===== src/miu_pkg.sv =====
`default_nettype none
package miu_pkg;
	localparam int WORD_BITS = 32;

	localparam logic [5:0] OP_ADD = 6'd0, OP_ADDI = 6'd1, OP_ADDIU = 6'd2, OP_ADDU = 6'd3,
		OP_AND = 6'd4, OP_ANDI = 6'd5, OP_BEQ = 6'd6, OP_BGEZ = 6'd7, OP_BGTZ = 6'd8,
		OP_BLEZ = 6'd9, OP_BLTZ = 6'd10, OP_BNE = 6'd11, OP_DIV = 6'd12, OP_DIVU = 6'd13,
		OP_J = 6'd14, OP_JAL = 6'd15, OP_JALR = 6'd16, OP_JR = 6'd17, OP_LUI = 6'd18,
		OP_MFHI = 6'd19, OP_MFLO = 6'd20, OP_MTHI = 6'd21, OP_MTLO = 6'd22, OP_MUL = 6'd23,
		OP_MULT = 6'd24, OP_MULTU = 6'd25, OP_NOR = 6'd26, OP_OR = 6'd27, OP_ORI = 6'd28,
		OP_SLL = 6'd29, OP_SLLV = 6'd30, OP_SLT = 6'd31, OP_SLTI = 6'd32, OP_SLTIU = 6'd33,
		OP_SLTU = 6'd34, OP_SRA = 6'd35, OP_SRAV = 6'd36, OP_SRL = 6'd37, OP_SRLV = 6'd38,
		OP_SUB = 6'd39, OP_SUBU = 6'd40, OP_XOR = 6'd41, OP_XORI = 6'd42;

	localparam logic [1:0] DEST_NONE = 2'd0, DEST_RD = 2'd1, DEST_RT = 2'd2;
	localparam int LUI_SHIFT = 16;

	typedef struct packed {
		logic [5:0]  action;
		logic [31:0] rs_value;
		logic [31:0] rt_value;
		logic [4:0]  shift_amount;
		logic signed [15:0] immediate;
		logic [31:0] jump_target;
		logic [31:0] pc_now;
	} req_t;

	typedef struct packed {
		logic [31:0] result_value;
		logic [1:0]  dest_kind;
		logic [31:0] next_pc;
		logic        branch_taken;
		logic        divide_by_zero;
	} rsp_t;

	typedef struct packed {
		logic start;
		logic is_mul;
		logic is_signed;
	} seq_ctl_t;
endpackage
`default_nettype wire


===== src/miu_if.sv =====
`default_nettype none
interface miu_req_if;
	logic valid;
	logic ready;
	miu_pkg::req_t payload;
	modport source (output valid, output payload, input ready);
	modport sink (input valid, input payload, output ready);
endinterface

interface miu_rsp_if;
	logic valid;
	logic ready;
	miu_pkg::rsp_t payload;
	modport source (output valid, output payload, input ready);
	modport sink (input valid, input payload, output ready);
endinterface
`default_nettype wire


===== src/miu_muldiv.sv =====
`default_nettype none
// Shared shift/add-subtract unit: unsigned magnitudes, one bit per cycle.
// Multiply: acc = {P, multiplier}; divide: restoring, acc = {rem, quotient}.
module miu_muldiv (
	input  wire logic clk,
	input  wire logic arst_n,
	input  wire miu_pkg::seq_ctl_t ctl,
	input  wire logic [31:0] a,
	input  wire logic [31:0] b,
	output logic        done,
	output logic [31:0] hi,
	output logic [31:0] lo
);
	logic [63:0] acc_q;
	logic [31:0] b_q;
	logic [5:0]  cnt_q;
	logic        busy_q, mul_q;
	logic [32:0] sum;
	logic [32:0] diff;
	logic [63:0] sh;

	always_comb begin
		sum  = {1'b0, acc_q[63:32]} + (acc_q[0] ? {1'b0, b_q} : 33'd0);
		sh   = {acc_q[62:0], 1'b0};
		// shifted remainder is 33 bits wide; its top bit is the one shifted out
		diff = {acc_q[63], sh[63:32]} - {1'b0, b_q};
	end

	always_ff @(posedge clk or negedge arst_n) begin
		if (!arst_n) begin
			busy_q <= 1'b0;
			cnt_q  <= '0;
			mul_q  <= 1'b0;
		end else if (ctl.start) begin
			busy_q <= 1'b1;
			cnt_q  <= '0;
			mul_q  <= ctl.is_mul;
		end else if (busy_q) begin
			cnt_q <= cnt_q + 6'd1;
			if (cnt_q == 6'd31) busy_q <= 1'b0;
		end
	end

	always_ff @(posedge clk) begin
		if (ctl.start) begin
			acc_q <= {32'd0, a};
			b_q   <= b;
		end else if (busy_q) begin
			if (mul_q) acc_q <= {sum, acc_q[31:1]};
			else if (!diff[32]) acc_q <= {diff[31:0], sh[31:1], 1'b1};
			else acc_q <= sh;
		end
	end

	assign done = busy_q && cnt_q == 6'd31;
	assign hi = acc_q[63:32];
	assign lo = acc_q[31:0];
endmodule
`default_nettype wire


===== src/mips_integer_execute_unit.sv =====
`default_nettype none
// Integer execute unit for a MIPS32 subset holding HI/LO. One request in flight:
// ready only when idle, and the result register holds until taken. Ops other than
// multiply and divide go from IDLE through RUN to OUT: the result is registered at
// the end of RUN and is valid in OUT. mul/mult/multu/div/divu run through one shared
// shift/add-subtract unit: a start, then one bit per step, then a sign fix-up state
// (FIX) that writes HI/LO and the result before OUT. A zero divisor finishes like
// the other ops, straight from RUN to OUT, with the divide-by-zero flag set.
module mips_integer_execute_unit (
	input wire logic clk,
	input wire logic arst_n,
	miu_req_if.sink   req,
	miu_rsp_if.source rsp
);
	localparam logic [2:0] ST_IDLE = 3'd0, ST_RUN = 3'd1, ST_FIX = 3'd2, ST_OUT = 3'd3;
	logic [2:0] st_q;
	miu_pkg::req_t r_q;
	miu_pkg::rsp_t o_q;
	logic [miu_pkg::WORD_BITS-1:0] hi_q, lo_q;
	logic [31:0] rs, rt, imm_s, imm_z, ma, mb, res, npc, fhi, flo;
	logic [1:0] dest;
	logic take, cond, dz, sgn, na, nb, is_md, is_div, acc_req;
	logic [63:0] prod;
	miu_pkg::seq_ctl_t ctl;
	logic md_done;
	logic [31:0] md_hi, md_lo;
	logic md_busy_started_q;

	assign rs = r_q.rs_value;
	assign rt = r_q.rt_value;
	assign imm_s = {{16{r_q.immediate[15]}}, r_q.immediate};
	assign imm_z = {16'd0, r_q.immediate};
	assign is_div = r_q.action == miu_pkg::OP_DIV || r_q.action == miu_pkg::OP_DIVU;
	assign is_md = is_div || r_q.action == miu_pkg::OP_MUL || r_q.action == miu_pkg::OP_MULT
		|| r_q.action == miu_pkg::OP_MULTU;
	assign sgn = r_q.action == miu_pkg::OP_DIV || r_q.action == miu_pkg::OP_MUL
		|| r_q.action == miu_pkg::OP_MULT;
	assign na = sgn && rs[31];
	assign nb = sgn && rt[31];
	assign ma = na ? 32'd0 - rs : rs;
	assign mb = nb ? 32'd0 - rt : rt;
	assign dz = is_div && rt == 32'd0;
	assign acc_req = req.valid && req.ready;
	assign req.ready = st_q == ST_IDLE;

	// {start, is_mul, is_signed}
	assign ctl = {st_q == ST_RUN && is_md && !dz && !md_busy_started_q, !is_div, sgn};

	miu_muldiv u_md (.clk, .arst_n, .ctl, .a(ma), .b(mb), .done(md_done), .hi(md_hi),
		.lo(md_lo));

	// sign fix-up of magnitude results
	always_comb begin
		prod = {md_hi, md_lo};
		if (na != nb) prod = 64'd0 - prod;
		if (is_div) begin
			flo = (na != nb) ? 32'd0 - md_lo : md_lo;
			fhi = na ? 32'd0 - md_hi : md_hi;
		end else begin
			flo = prod[31:0];
			fhi = prod[63:32];
		end
	end

	always_comb begin
		res = '0; dest = miu_pkg::DEST_NONE; npc = r_q.pc_now; take = 1'b0; cond = 1'b0;
		case (r_q.action)
			miu_pkg::OP_ADD, miu_pkg::OP_ADDU: begin res = rs + rt; dest = miu_pkg::DEST_RD; end
			miu_pkg::OP_ADDI, miu_pkg::OP_ADDIU: begin res = rs + imm_s; dest = miu_pkg::DEST_RT; end
			miu_pkg::OP_AND: begin res = rs & rt; dest = miu_pkg::DEST_RD; end
			miu_pkg::OP_ANDI: begin res = rs & imm_z; dest = miu_pkg::DEST_RT; end
			miu_pkg::OP_BEQ: cond = rs == rt;
			miu_pkg::OP_BGEZ: cond = !rs[31];
			miu_pkg::OP_BGTZ: cond = !rs[31] && rs != 32'd0;
			miu_pkg::OP_BLEZ: cond = rs[31] || rs == 32'd0;
			miu_pkg::OP_BLTZ: cond = rs[31];
			miu_pkg::OP_BNE: cond = rs != rt;
			miu_pkg::OP_J, miu_pkg::OP_JAL: begin npc = r_q.jump_target; take = 1'b1; end
			miu_pkg::OP_JALR: begin
				res = r_q.pc_now; dest = miu_pkg::DEST_RD; npc = rs; take = 1'b1;
			end
			miu_pkg::OP_JR: begin npc = rs; take = 1'b1; end
			miu_pkg::OP_LUI: begin res = imm_z << miu_pkg::LUI_SHIFT; dest = miu_pkg::DEST_RT; end
			miu_pkg::OP_MFHI: begin res = hi_q; dest = miu_pkg::DEST_RD; end
			miu_pkg::OP_MFLO: begin res = lo_q; dest = miu_pkg::DEST_RD; end
			miu_pkg::OP_MUL: begin res = flo; dest = miu_pkg::DEST_RD; end
			miu_pkg::OP_NOR: begin res = ~(rs | rt); dest = miu_pkg::DEST_RD; end
			miu_pkg::OP_OR: begin res = rs | rt; dest = miu_pkg::DEST_RD; end
			miu_pkg::OP_ORI: begin res = rs | imm_z; dest = miu_pkg::DEST_RT; end
			miu_pkg::OP_SLL: begin res = rt << r_q.shift_amount; dest = miu_pkg::DEST_RD; end
			miu_pkg::OP_SLLV: begin res = rt << rs[4:0]; dest = miu_pkg::DEST_RD; end
			miu_pkg::OP_SLT: begin res = {31'd0, $signed(rs) < $signed(rt)}; dest = miu_pkg::DEST_RD; end
			miu_pkg::OP_SLTI: begin
				res = {31'd0, $signed(rs) < $signed(imm_s)}; dest = miu_pkg::DEST_RT;
			end
			miu_pkg::OP_SLTIU: begin res = {31'd0, rs < imm_s}; dest = miu_pkg::DEST_RT; end
			miu_pkg::OP_SLTU: begin res = {31'd0, rs < rt}; dest = miu_pkg::DEST_RD; end
			miu_pkg::OP_SRA: begin
				res = 32'($signed(rt) >>> r_q.shift_amount); dest = miu_pkg::DEST_RD;
			end
			miu_pkg::OP_SRAV: begin res = 32'($signed(rt) >>> rs[4:0]); dest = miu_pkg::DEST_RD; end
			miu_pkg::OP_SRL: begin res = rt >> r_q.shift_amount; dest = miu_pkg::DEST_RD; end
			miu_pkg::OP_SRLV: begin res = rt >> rs[4:0]; dest = miu_pkg::DEST_RD; end
			miu_pkg::OP_SUB, miu_pkg::OP_SUBU: begin res = rs - rt; dest = miu_pkg::DEST_RD; end
			miu_pkg::OP_XOR: begin res = rs ^ rt; dest = miu_pkg::DEST_RD; end
			miu_pkg::OP_XORI: begin res = rs ^ imm_z; dest = miu_pkg::DEST_RT; end
			default: ;
		endcase
		if (cond) begin
			npc = r_q.pc_now + imm_s - 32'd1;
			take = 1'b1;
		end
	end

	always_ff @(posedge clk or negedge arst_n) begin
		if (!arst_n) begin
			st_q <= ST_IDLE;
			hi_q <= '0;
			lo_q <= '0;
			md_busy_started_q <= 1'b0;
		end else begin
			case (st_q)
				ST_IDLE: if (acc_req) st_q <= ST_RUN;
				ST_RUN: begin
					if (!is_md || dz) begin
						st_q <= ST_OUT;
						if (r_q.action == miu_pkg::OP_MTHI) hi_q <= rs;
						if (r_q.action == miu_pkg::OP_MTLO) lo_q <= rs;
					end else begin
						md_busy_started_q <= 1'b1;
						if (md_done) st_q <= ST_FIX;
					end
				end
				ST_FIX: begin
					md_busy_started_q <= 1'b0;
					hi_q <= fhi;
					lo_q <= flo;
					st_q <= ST_OUT;
				end
				ST_OUT: if (rsp.ready) st_q <= ST_IDLE;
				default: st_q <= ST_IDLE;
			endcase
		end
	end

	always_ff @(posedge clk) begin
		if (acc_req) r_q <= req.payload;
		if ((st_q == ST_RUN && (!is_md || dz)) || st_q == ST_FIX) begin
			o_q.result_value <= res;
			o_q.dest_kind <= dest;
			o_q.next_pc <= npc;
			o_q.branch_taken <= take;
			o_q.divide_by_zero <= dz;
		end
	end

	assign rsp.valid = st_q == ST_OUT;
	assign rsp.payload = o_q;
endmodule
`default_nettype wire

===== src/flat_wrapper.sv =====
// flat-port wrapper written by rule: the top's interface ports become plain ports
module mips_integer_execute_unit_flat 
  (clk, arst_n, req_valid, req_payload, req_ready, rsp_valid, rsp_payload, rsp_ready);
  miu_req_if req_i ();
  miu_rsp_if rsp_i ();
  input wire logic clk;
  input wire logic arst_n;
  input wire logic [$bits(req_i.valid)-1:0] req_valid;
  input wire logic [$bits(req_i.payload)-1:0] req_payload;
  output wire logic [$bits(req_i.ready)-1:0] req_ready;
  output wire logic [$bits(rsp_i.valid)-1:0] rsp_valid;
  output wire logic [$bits(rsp_i.payload)-1:0] rsp_payload;
  input wire logic [$bits(rsp_i.ready)-1:0] rsp_ready;
  assign req_i.valid = req_valid;
  assign req_i.payload = req_payload;
  assign req_ready = req_i.ready;
  assign rsp_valid = rsp_i.valid;
  assign rsp_payload = rsp_i.payload;
  assign rsp_i.ready = rsp_ready;
  mips_integer_execute_unit u_core (.clk(clk), .arst_n(arst_n), .req(req_i), .rsp(rsp_i));
endmodule

===== config.mk =====
export PLATFORM = sky130hd
export DESIGN_NAME = mips_integer_execute_unit_flat
export DESIGN_NICKNAME = d
export VERILOG_FILES = /design/src/miu_pkg.sv /design/src/miu_if.sv /design/src/miu_muldiv.sv /design/src/mips_integer_execute_unit.sv /design/src/flat_wrapper.sv
export SDC_FILE = /design/constraint.sdc
export NUM_CORES = 2
export LEC_CHECK = 0
export BUFFER_PORTS_ARGS = -buffer_cell sky130_fd_sc_hd__buf_2
export CORE_MARGIN = 5
export CORE_UTILIZATION = 55
export DETAILED_ROUTE_END_ITERATION = 8
export PLACE_DENSITY = 0.73
export SYNTH_ARGS = -nofsm -noshare
export SYNTH_HDL_FRONTEND = slang
export SYNTH_SLANG_ARGS = --single-unit

===== constraint.sdc =====
create_clock -name clk -period 6.1 [get_ports clk]
set_input_delay 0.915 -clock clk [delete_from_list [all_inputs] [get_ports clk]]
set_output_delay 0.915 -clock clk [all_outputs]
set_load 0.03 [all_outputs]

==> results.md <==
- DR vias: 38900
- Setup_tns: 0 ns
- Reg2Reg Capture Point: u_core.rsp.payload[67]$_DFFE_PP_
- Synth cell types: 99
- GRT overflow: 0
- Synth async-reset ratio: 0.190
- HPWL Detailed: 139000 µm
- Chip width: 270 µm
- Skew-Pair Late Insertion Delay: 0.66 ns
- Seq. cell area: 11100 µm²
- Yosys warns: 0
- Post-route cell area: 41700 µm²
- Post-place instance area: 39900 µm²
- Cell count after synthesis: 4366
- Rows: 95
- H-tree levels: 2
- Max Cap Violations: 0
- Sequential area share after synthesis: 0.299
- Setup crit start: u_core.r_q[151]$_DFFE_PP_
- Post-Place Cells: 5358
- Clock net sink count: 394
- Slew margin rel.: 0.0659
- Port bufs: 228
- # hold bufs at CTS: 0
- Data arrival, critical path: 5.73 ns
- Post-CTS Resized: 0
- Initial cell density of the core: 0.554
- Antenna violations before repair: 11
- Router iterations before antenna repair: 7
- Worst setup path end: u_core.rsp.payload[67]$_DFFE_PP_
- First-pass GRT wire length: 255000 µm
- Worst hold path class: primary input to async pin
- Register clock-pin slew on the reported worst setup and hold paths: 0.06 ns
- Maximum VDD drop: 0.371 mV
- Vias per cell: 7.13
- Total wire length: 182000 µm
- Die Height: 270 µm
- Crit Path Max Fanout: 17
- Core area: 67300 µm²
- Die ar.: 73100 µm²
- Yosys reg bits: 394
- Cell leakage power: 17.6 nW
- Power consumption: 20.9 mW
- Final setup vio count: 0
- Hold Vio Cnt, Final: 0
- CP Launch Type: flop
- Slew Limit Fails: 0
- I/O pin cnt: 229
- R2R setup slack: 0.69 ns
- Tcrit/Tclk final: 0.887
- Outcome: finished, final reports clean
- Syn_nets: 4862
- Final RePlAce weighted congestion: 1.09
- Gr usage total: 0.471
- Fmax: 185 MHz
- CP Capture Type: flop
- Post-Syn Area per Cell: 8.54 µm²
- Vias in the first global route: 36200
- Worst-Margin Slew: 1.40 ns
- DR WL/cell: 33.3 µm
- Antenna viol nets, final: 0
- P per Cell Area: 500 nW/µm²
- CTS tree: built
- FF-to-FF Start: u_core.r_q[151]$_DFFE_PP_
- Final clock skew: 0.0645 ns
- Largest net degree at the start of global routing: 131
- Final min period: 5.41 ns
- Post-CTS Setup Bufs: 0
- Area growth syn-to-layout: 11.9%
- DR DRC count: 0
- Clock Path Buffers: 3
- RSZ-0062 raised after global routing: no
- Initial drt markers: 5944
- Fillcell total: 5775
- Root buffer cell: clkbuf_16
- Ys flop type: edfxtp_1
- Register-to-Register Path Depth: 16
- Net count, final: 5031
- Cell Area, Synth: 37300 µm²
- Ratio of cells with drive above 1 in the final layout: 0.131
- Area of the multi-input gates: 24100 µm²
- Final Non-Filler Cells: 5451
- Number of synthesized flops with an enable pin: 287
- CP Class: flop to flop
- CP required: 6.42 ns
- TritonCTS Buffers: 48
per-layer routing:
metal	track usage	vias up	share of wire
met5	0	-	0.00036
met4	0.331	8	0.096
met3	0.173	789	0.14
met2	0.688	3114	0.41
met1	0.574	18500	0.35
li1	-	16500	-
stage by stage:
step                hold slack (ns)  worst slack [ns]   util
floorplan                     0.449             0.976      -
global placement              0.461             0.976  0.593
detailed placement            0.468             0.890  0.593
CTS                           0.220             0.852  0.620
global route                  0.252             0.391  0.620
finish                        0.227             0.691  0.620
worst max-delay path, stage by stage, from the launching register on:
cell	delay, ns
edfxtp_1	0.36
buf_4	0.20
nor4_2	0.45
o21ai_4	0.22
o21ai_0	0.37
ha_1	0.30
a21o_1	0.16
a21o_1	0.20
a2111oi_0	0.57
nor3b_1	0.18
o2111ai_1	0.53
nand2_1	0.15
o41ai_1	0.70
nor3_1	0.14
mux2i_1	0.15
a211oi_1	0.24
o21ai_0	0.16
cells by family (layout without fill, tap and decap cells):
kind of cell / Yosys count / count (layout) / share of synthesized area
buffers and inverters: 562 / 771 / 0.0596
and+or+nand+nor: 1191 / 1191 / 0.147
DFF: 394 / 394 / 0.299
muxes: 249 / 249 / 0.0761
xor gates and xnor gates: 252 / 252 / 0.0592
adders and majority gates: 337 / 337 / 0.114
other: 0 / 3 / 0
AOI/OAI and AO/OA: 1381 / 1381 / 0.245
report_power, final:
| part | switching [mW] | internal [mW] |
|---|---|---|
| Clock | 1.35 | 2.07 |
| Sequential | 1.21 | 4.13 |
| Combinational | 8.08 | 4.02 |
| Total | 10.6 | 10.2 |
cell type report:
class / count / area share
Antenna cell: 3 / 0.000180
Timing Repair Buffer: 395 / 0.0583
Clock buffer: 56 / 0.0307
Tap cell: 873 / 0.0262
Sequential cell: 394 / 0.267
Multi-Input combinational cell: 3410 / 0.578
Inverter: 286 / 0.0258
Clock inverter: 34 / 0.0136
cell usage after synthesis, types with 29 or more instances:
| cell type | instances | area (µm²) |
|---|---|---|
| a31oi_1 | 57 | 357 |
| o21ai_0 | 333 | 1670 |
| a22o_1 | 55 | 482 |
| a22oi_1 | 36 | 270 |
| or3_1 | 30 | 188 |
| nor2_1 | 329 | 1230 |
| buf_2 | 37 | 185 |
| edfxtp_1 | 287 | 8620 |
| a221oi_1 | 38 | 333 |
| o211ai_1 | 45 | 338 |
| xnor2_1 | 164 | 1440 |
| nand2_1 | 417 | 1570 |
| o21bai_1 | 29 | 218 |
| nand4_1 | 35 | 219 |
| dfxtp_1 | 32 | 641 |
| xor2_1 | 88 | 771 |
| o31ai_1 | 37 | 278 |
| ha_1 | 332 | 4150 |
| mux2i_1 | 209 | 2090 |
| nand2b_1 | 44 | 275 |
| clkbuf_1 | 213 | 800 |
| dfrtp_1 | 75 | 1880 |
| inv_1 | 281 | 1050 |
| nor2b_1 | 33 | 206 |
| nand3_1 | 100 | 500 |
| a21o_1 | 94 | 706 |
| nor3_1 | 76 | 380 |
| a21oi_1 | 306 | 1530 |
| a211oi_1 | 110 | 826 |
sequential cells by signal, summed over array words and instances (netlist names):
signal	count
u_core.u_md.cnt_q	6
u_core.st_q	2
u_core.rs	32
u_core.hi_q	32
u_core.imm_s	16
u_core.r_q	75
u_core.rsp.payload	68
u_core.md_busy_started_q	1
u_core.u_md.busy_q	1
u_core.u_md.b_q	32
u_core.u_md.mul_q	1
u_core.rt	32
u_core.u_md.acc_q	64
u_core.lo_q	32
placed cells by master, fill, tap and decap left out, types with 16 or more instances in the layout:
cell	count
nor3_1	72
buf_4	165
a21o_1	93
a21oi_1	304
a22oi_1	36
a221oi_1	38
buf_2	227
dfrtp_1	74
nor2_1	322
o21ai_0	332
o22ai_1	23
mux4_2	25
a211oi_2	16
nand4_1	35
o41ai_1	20
clkbuf_16	48
nand3_1	99
xor2_1	87
nand2_1	415
o21bai_1	29
o211ai_1	45
edfxtp_1	287
a31oi_1	57
nand2b_1	44
inv_1	281
nor4_1	23
o21a_1	22
or3_1	30
and3_1	27
nor2b_1	33
xnor2_1	164
ha_1	331
mux2i_1	204
o221ai_1	21
dfxtp_1	32
a22o_1	55
o31ai_1	36
a211oi_1	110
a222oi_1	25
worst min-delay path by stage:
stage	start	end	slack (ns)
after global routing	arst_n	u_core.lo_q[31]$_DFFE_PN0P_	0.25
after floorplan	u_core.lo_q[13]$_DFFE_PN0P_	u_core.lo_q[13]$_DFFE_PN0P_	0.45
after global placement	u_core.lo_q[9]$_DFFE_PN0P_	u_core.lo_q[9]$_DFFE_PN0P_	0.46
after detailed placement	u_core.lo_q[21]$_DFFE_PN0P_	u_core.lo_q[21]$_DFFE_PN0P_	0.47
final	arst_n	u_core.u_md.mul_q$_DFFE_PN0P_	0.23
after CTS	arst_n	u_core.u_md.mul_q$_DFFE_PN0P_	0.22
Note: power is estimated with default switching activity, not from simulation.
